--- src/hw/rtl/skhs_pkg.sv ---
`default_nettype none
// ----------------------------------------------------------------------------
// skhs_pkg: shared types and constants for the stick to heading/speed block
// Holds the CORDIC arctangent table, angle constants and the stage control
// bundle that travels down the pipeline beside the data.
// ----------------------------------------------------------------------------
package skhs_pkg;

    // Width of every payload port
    localparam int FIELD_W   = 16;
    // Extra fraction bits on each axis during the CORDIC run
    localparam int GUARD     = 8;
    // Number of entries in the arctangent table
    localparam int TABLE_LEN = 24;
    // Angle accumulator width, units of 1/32768 degree
    localparam int Z_W       = 25;
    // Shift from 1/32768 degree down to 1/128 degree
    localparam int HEAD_SHIFT = 8;

    localparam logic signed [Z_W-1:0] DEG90      = 25'sd2949120;
    localparam logic signed [Z_W-1:0] ROUND_BIAS = 25'sd128;
    localparam logic signed [FIELD_W-1:0] HEAD_MAX = 16'sd23040;
    localparam logic signed [FIELD_W-1:0] HEAD_MIN = -16'sd23040;
    localparam logic [FIELD_W-1:0] SPEED_MAX = 16'hFFFF;

    // atan(2^-i) in 1/32768 degree, rounded to nearest
    localparam logic signed [Z_W-1:0] ATAN_TAB [TABLE_LEN] = '{
        25'sd1474560, 25'sd870484, 25'sd459940, 25'sd233473,
        25'sd117189,  25'sd58652,  25'sd29333,  25'sd14667,
        25'sd7334,    25'sd3667,   25'sd1833,   25'sd917,
        25'sd458,     25'sd229,    25'sd115,    25'sd57,
        25'sd29,      25'sd14,     25'sd7,      25'sd4,
        25'sd2,       25'sd1,      25'sd0,      25'sd0
    };

    // Control bundle carried with every pipeline stage
    typedef struct packed {
        logic valid;  // stage holds a sample
        logic stop;   // stop trigger was set
        logic zero;   // both axes were zero
    } t_ctl;

endpackage
`default_nettype wire

--- src/hw/rtl/skhs_stage.sv ---
`default_nettype none
// ----------------------------------------------------------------------------
// skhs_stage: one pipeline stage of the vectoring CORDIC and square root
// Performs one micro-rotation toward the x axis (if DO_ROT) and resolves one
// bit of the integer square root (if DO_SQRT), then registers the results.
// ----------------------------------------------------------------------------
module skhs_stage
    import skhs_pkg::*;
#(
    parameter int AXIS_BITS = 16,
    parameter int STEP      = 0,
    parameter bit DO_ROT    = 1'b1,
    parameter bit DO_SQRT   = 1'b1,
    localparam int XW       = AXIS_BITS + GUARD + 3,
    localparam int SQ_W     = 2 * AXIS_BITS
) (
    input  wire logic                   i_clk,
    input  wire logic                   i_rst_n,
    input  wire t_ctl                   i_ctl,
    input  wire logic signed [XW-1:0]   i_x,
    input  wire logic signed [XW-1:0]   i_y,
    input  wire logic signed [Z_W-1:0]  i_z,
    input  wire logic [SQ_W-1:0]        i_rem,
    input  wire logic [SQ_W-1:0]        i_root,
    output t_ctl                        o_ctl,
    output logic signed [XW-1:0]        o_x,
    output logic signed [XW-1:0]        o_y,
    output logic signed [Z_W-1:0]       o_z,
    output logic [SQ_W-1:0]             o_rem,
    output logic [SQ_W-1:0]             o_root
);

    localparam int BIT_POS = DO_SQRT ? 2 * (AXIS_BITS - 1 - STEP) : 0;
    localparam logic [SQ_W-1:0] SQ_BIT = SQ_W'(1) << BIT_POS;

    t_ctl                  r_ctl;
    logic signed [XW-1:0]  r_x, r_y, n_x, n_y;
    logic signed [Z_W-1:0] r_z, n_z;
    logic [SQ_W-1:0]       r_rem, r_root, n_rem, n_root;
    logic signed [XW-1:0]  w_xs, w_ys;
    logic [SQ_W:0]         w_trial;

    assign w_xs    = i_x >>> STEP;
    assign w_ys    = i_y >>> STEP;
    assign w_trial = {1'b0, i_root} + {1'b0, SQ_BIT};

    // Rotate toward the positive x axis
    always_comb begin
        n_x = i_x;
        n_y = i_y;
        n_z = i_z;
        if (DO_ROT) begin
            if (i_y >= 0) begin
                n_x = i_x + w_ys;
                n_y = i_y - w_xs;
                n_z = i_z + ATAN_TAB[STEP];
            end else begin
                n_x = i_x - w_ys;
                n_y = i_y + w_xs;
                n_z = i_z - ATAN_TAB[STEP];
            end
        end
    end

    // Resolve one root bit
    always_comb begin
        n_rem  = i_rem;
        n_root = i_root;
        if (DO_SQRT) begin
            if ({1'b0, i_rem} >= w_trial) begin
                n_rem  = i_rem - w_trial[SQ_W-1:0];
                n_root = (i_root >> 1) + SQ_BIT;
            end else begin
                n_root = i_root >> 1;
            end
        end
    end

    always_ff @(posedge i_clk) begin
        if (!i_rst_n) begin
            r_ctl <= '0;
        end else begin
            r_ctl <= i_ctl;
        end
    end

    always_ff @(posedge i_clk) begin
        r_x    <= n_x;
        r_y    <= n_y;
        r_z    <= n_z;
        r_rem  <= n_rem;
        r_root <= n_root;
    end

    assign o_ctl  = r_ctl;
    assign o_x    = r_x;
    assign o_y    = r_y;
    assign o_z    = r_z;
    assign o_rem  = r_rem;
    assign o_root = r_root;

endmodule
`default_nettype wire

--- config.mk ---
export PLATFORM = sky130hd
export DESIGN_NAME = skhs_stage
export DESIGN_NICKNAME = d
export VERILOG_FILES = /design/src/hw/rtl/skhs_pkg.sv /design/src/hw/rtl/skhs_stage.sv
export SDC_FILE = /design/constraint.sdc
export NUM_CORES = 1
export LEC_CHECK = 0
export BUFFER_PORTS_ARGS = -buffer_cell sky130_fd_sc_hd__buf_2
export CORE_MARGIN = 2
export CORE_UTILIZATION = 38
export CTS_BUF_LIST = sky130_fd_sc_hd__clkbuf_4
export DETAILED_ROUTE_END_ITERATION = 6
export PLACE_DENSITY = 0.69
export SYNTH_ARGS = -nofsm -noshare
export SYNTH_HDL_FRONTEND = slang
export SYNTH_SLANG_ARGS = --single-unit
--- constraint.sdc ---
create_clock -name i_clk -period 2.9 [get_ports i_clk]
set_input_delay 0.145 -clock i_clk [delete_from_list [all_inputs] [get_ports i_clk]]
set_output_delay 0.145 -clock i_clk [all_outputs]
set_load 0.03 [all_outputs]
==> results.tsv <==
stage	metric	value	unit
die	die area	27000	um^2
grt	global-route wire length before repair	49.2	mm
synth	Top FF cell, synth	dfxtp_1	
sta	fin crit share	99.6	%
route	residual DRC count	0	
sta	Final min period	2.89	ns
synth	area leader, netlist	dfxtp_1	
final_layout	Filler cells	2311	
status	status	complete, no violations	
placement	placed wire-length estimate	24.8	mm
power_and_ir_drop	Net Sw Frac	43.0	%
power_and_ir_drop	switching pwr	2.95	mW
grt	largest net degree at the start of global routing	74	
worst_setup_path	Worst setup EP type	register	
synth	Cells after Synth	1138	
clock_tree	H-tree levels	4	
route	vias	9967	
clock_tree	CTS buffer count	17	
flow_run	Max-Cap Viols	0	
route	TritonRoute pass-1 iters	6	
placement	pre-CTS setup slack	-0.108	ns
final_layout	share of cells above drive strength 1	28.2	%
sta	unrepaired setup endpoints after global routing	yes	
synth	top post-synthesis cells by count	145 x dfxtp_1, 129 x a21oi_1, 128 x inv_1	
placement	Placement Cell Area	12000	um^2
synth	EDFF count, synth	0	
synth	sequential fraction of the synthesis area	29.7	%
worst_hold_path	Hold Path Class	in -> reg	
grt	total gr overflow	0	
synth	Synth Register Bits	145	
power_and_ir_drop	combinational power share	44.4	%
die	Initial Utilization	38.8	%
worst_setup_path	CP Class	in -> reg	
worst_setup_path	CP Max Fanout	3	
route	routed wire length	32.8	mm
synth	Distinct cells, synth	70	
placement	gpl congestion	0.949	
clock_tree	Longest Clk Path Bufs	2	
synth	top-count cell post-synth	dfxtp_1	
power_and_ir_drop	P_int	3.92	mW
power_and_ir_drop	Pwr Total	6.88	mW
clock_tree	clock tree root driver cell	clkbuf_4	
sta	PnR worst setup slack	0.0106	ns
route	Vias/cell	5.15	
sta	setup TNS	0	ns
placement	input/output buffers	293	
power_and_ir_drop	Seq pwr share	34.9	%
power_and_ir_drop	pwr dens	511	nW/um^2
sta	fmax	346	MHz
worst_setup_path	WP data required	3.39	ns
power_and_ir_drop	Clock power frac	20.6	%
synth	Post-Syn Nets	1410	
synth	Async SR Flop Fraction	0	%
sta	worst slew pin tran	0.840	ns
final_layout	Synth-to-Final Area Change	37.9	%
final_layout	final net count	1861	
die	Die X	164	um
sta	Rel. slew slack	44.0	%
die	core area	25200	um^2
final_layout	Finished Layout Cells	1934	
die	Top-Level Pins	294	
grt	initial antenna violation count	4	
placement	placed cell count	1793	
power_and_ir_drop	Pleak	6.64	nW
power_and_ir_drop	Max IR drop VDD	0.000298	V
synth	Area contributors post-synth	dfxtp_1 30%, ha_1 15%, a21oi_1 6.6%	
clock_tree	TritonCTS sink count	145	
sta	Slew Limit Fails	0	
synth	Post-Syn Area per Cell	8.57	um^2
sta	# setup viols final	0	
route	wire per inst	17.0	um
synth	Synth top area share	29.7	%
synth	yosys warns	0	
clock_tree	CTS tree	yes	
worst_setup_path	CP startpoint kind	primary input	
sta	hold slack	0.0700	ns
sta	Hold Fails Final Rpt	0	
final_layout	Final Instance Area	13500	um^2
worst_hold_path	hold depth	4	
grt	vias in the first global route	9924	
die	Rows	58	
grt	GRT Total Usage	23.4	%
final_layout	Post-Route Utilization	53.4	%
worst_setup_path	Critical Path AT	3.38	ns
route	DRT antenna net count	0	
synth	Mapped Area	9760	um^2
die	Die H	164	um
clock_tree	Reg clk slew, reported paths	0.18	ns
route	Iter 0 DRT Violations	730	
-- path summary, 6_finish.rpt --
| check | start | end |
|---|---|---|
| worst min-delay path | i_x[1] | o_y[1] |
| worst max-delay path | i_rem[0] | o_rem[28] |
-- metal layers --
metal	part of all wire [%]	global-route usage [%]	up-vias	wire length (um)
met5	0.070	0	-	23
met4	4.8	12.7	4	1570
met3	7.3	4.02	100	2390
met2	50	42.4	456	16400
met1	38	25.7	4548	12500
li1	-	-	4859	-
-- layout make-up --
type | instances | area [um^2] | share of cell area [%]
clock buffer | 17 | 128 | 0.949
sequential | 145 | 2900 | 21.6
antenna | 2 | 5.00 | 0.0372
tap | 330 | 413 | 3.07
multi-input combinational | 820 | 6220 | 46.2
inverter | 133 | 499 | 3.71
clock inverter | 15 | 181 | 1.35
timing repair buffer | 472 | 3100 | 23.1
-- power by group through the flow --
stage	Sequential [mW]	Clock [mW]	Combinational, mW
2_1_floorplan	3.10	0	1.26
3_3_place_gp	2.44	0	2.84
3_5_place_dp	2.44	0	2.86
4_1_cts	2.40	1.47	3.00
5_1_grt	2.43	1.54	3.27
6_report	2.40	1.42	3.06
-- sequential cells by signal (all words and copies together) (netlist names) --
register,cells
o_x,27
o_ctl,3
o_root,32
o_z,25
o_rem,32
o_y,26
-- critical path: stages --
cell           delay, ns
dlygate4sd3_1       0.53
buf_2               0.14
inv_1               0.08
ha_1                0.20
fa_1                0.23
nor2b_1             0.07
o31a_1              0.27
o311ai_2            0.28
a311oi_2            0.14
buf_4               0.19
a211oi_4            0.26
nor3_1              0.08
or3_1               0.36
xor2_1              0.15
mux2_4              0.25
-- layout by cell type, fill, tap and decap left out, drive strengths merged, types with 6 or more instances in the layout --
cell | synthesis | final
nand3 | 23 | 23
nand4 | 11 | 11
nor3 | 13 | 13
nor2 | 71 | 71
clkbuf | 23 | 18
dfxtp | 145 | 145
buf | 17 | 366
nor4 | 6 | 6
xnor2 | 65 | 65
and2 | 9 | 9
nor2b | 10 | 10
dlygate4sd3 | 0 | 105
o21a | 13 | 13
a211oi | 14 | 14
a31oi | 9 | 9
or3 | 7 | 7
inv | 129 | 137
a211o | 6 | 6
clkinv | 4 | 11
o21ai | 69 | 69
o21bai | 23 | 23
ha | 119 | 119
xor2 | 22 | 22
a21o | 19 | 19
mux2i | 14 | 14
a21oi | 130 | 130
nand2b | 10 | 10
mux2 | 29 | 29
nand2 | 45 | 45
-- cells by family (layout without fill, tap and decap cells) --
logic type,after synthesis,after routing,share of synthesized area (%)
adder cells (fa/ha/maj),124,124,16.3
other,0,2,0
AO/OA/AOI/OAI,347,347,22.6
AND/OR/NAND/NOR,219,219,10.7
XOR/XNOR,87,87,7.81
multiplexers,43,43,5.74
buffers and inverters,173,637,7.04
flip-flops,145,145,29.7
-- what timing repair did --
item                       4_1_cts  5_1_grt
hold endpoints to repair        97        0
setup endpoints to repair        0       11
setup buffers                    0        1
gates resized for setup          0       12
hold buffers                   105        0
No activity file was read; power rests on OpenSTA's default activity.
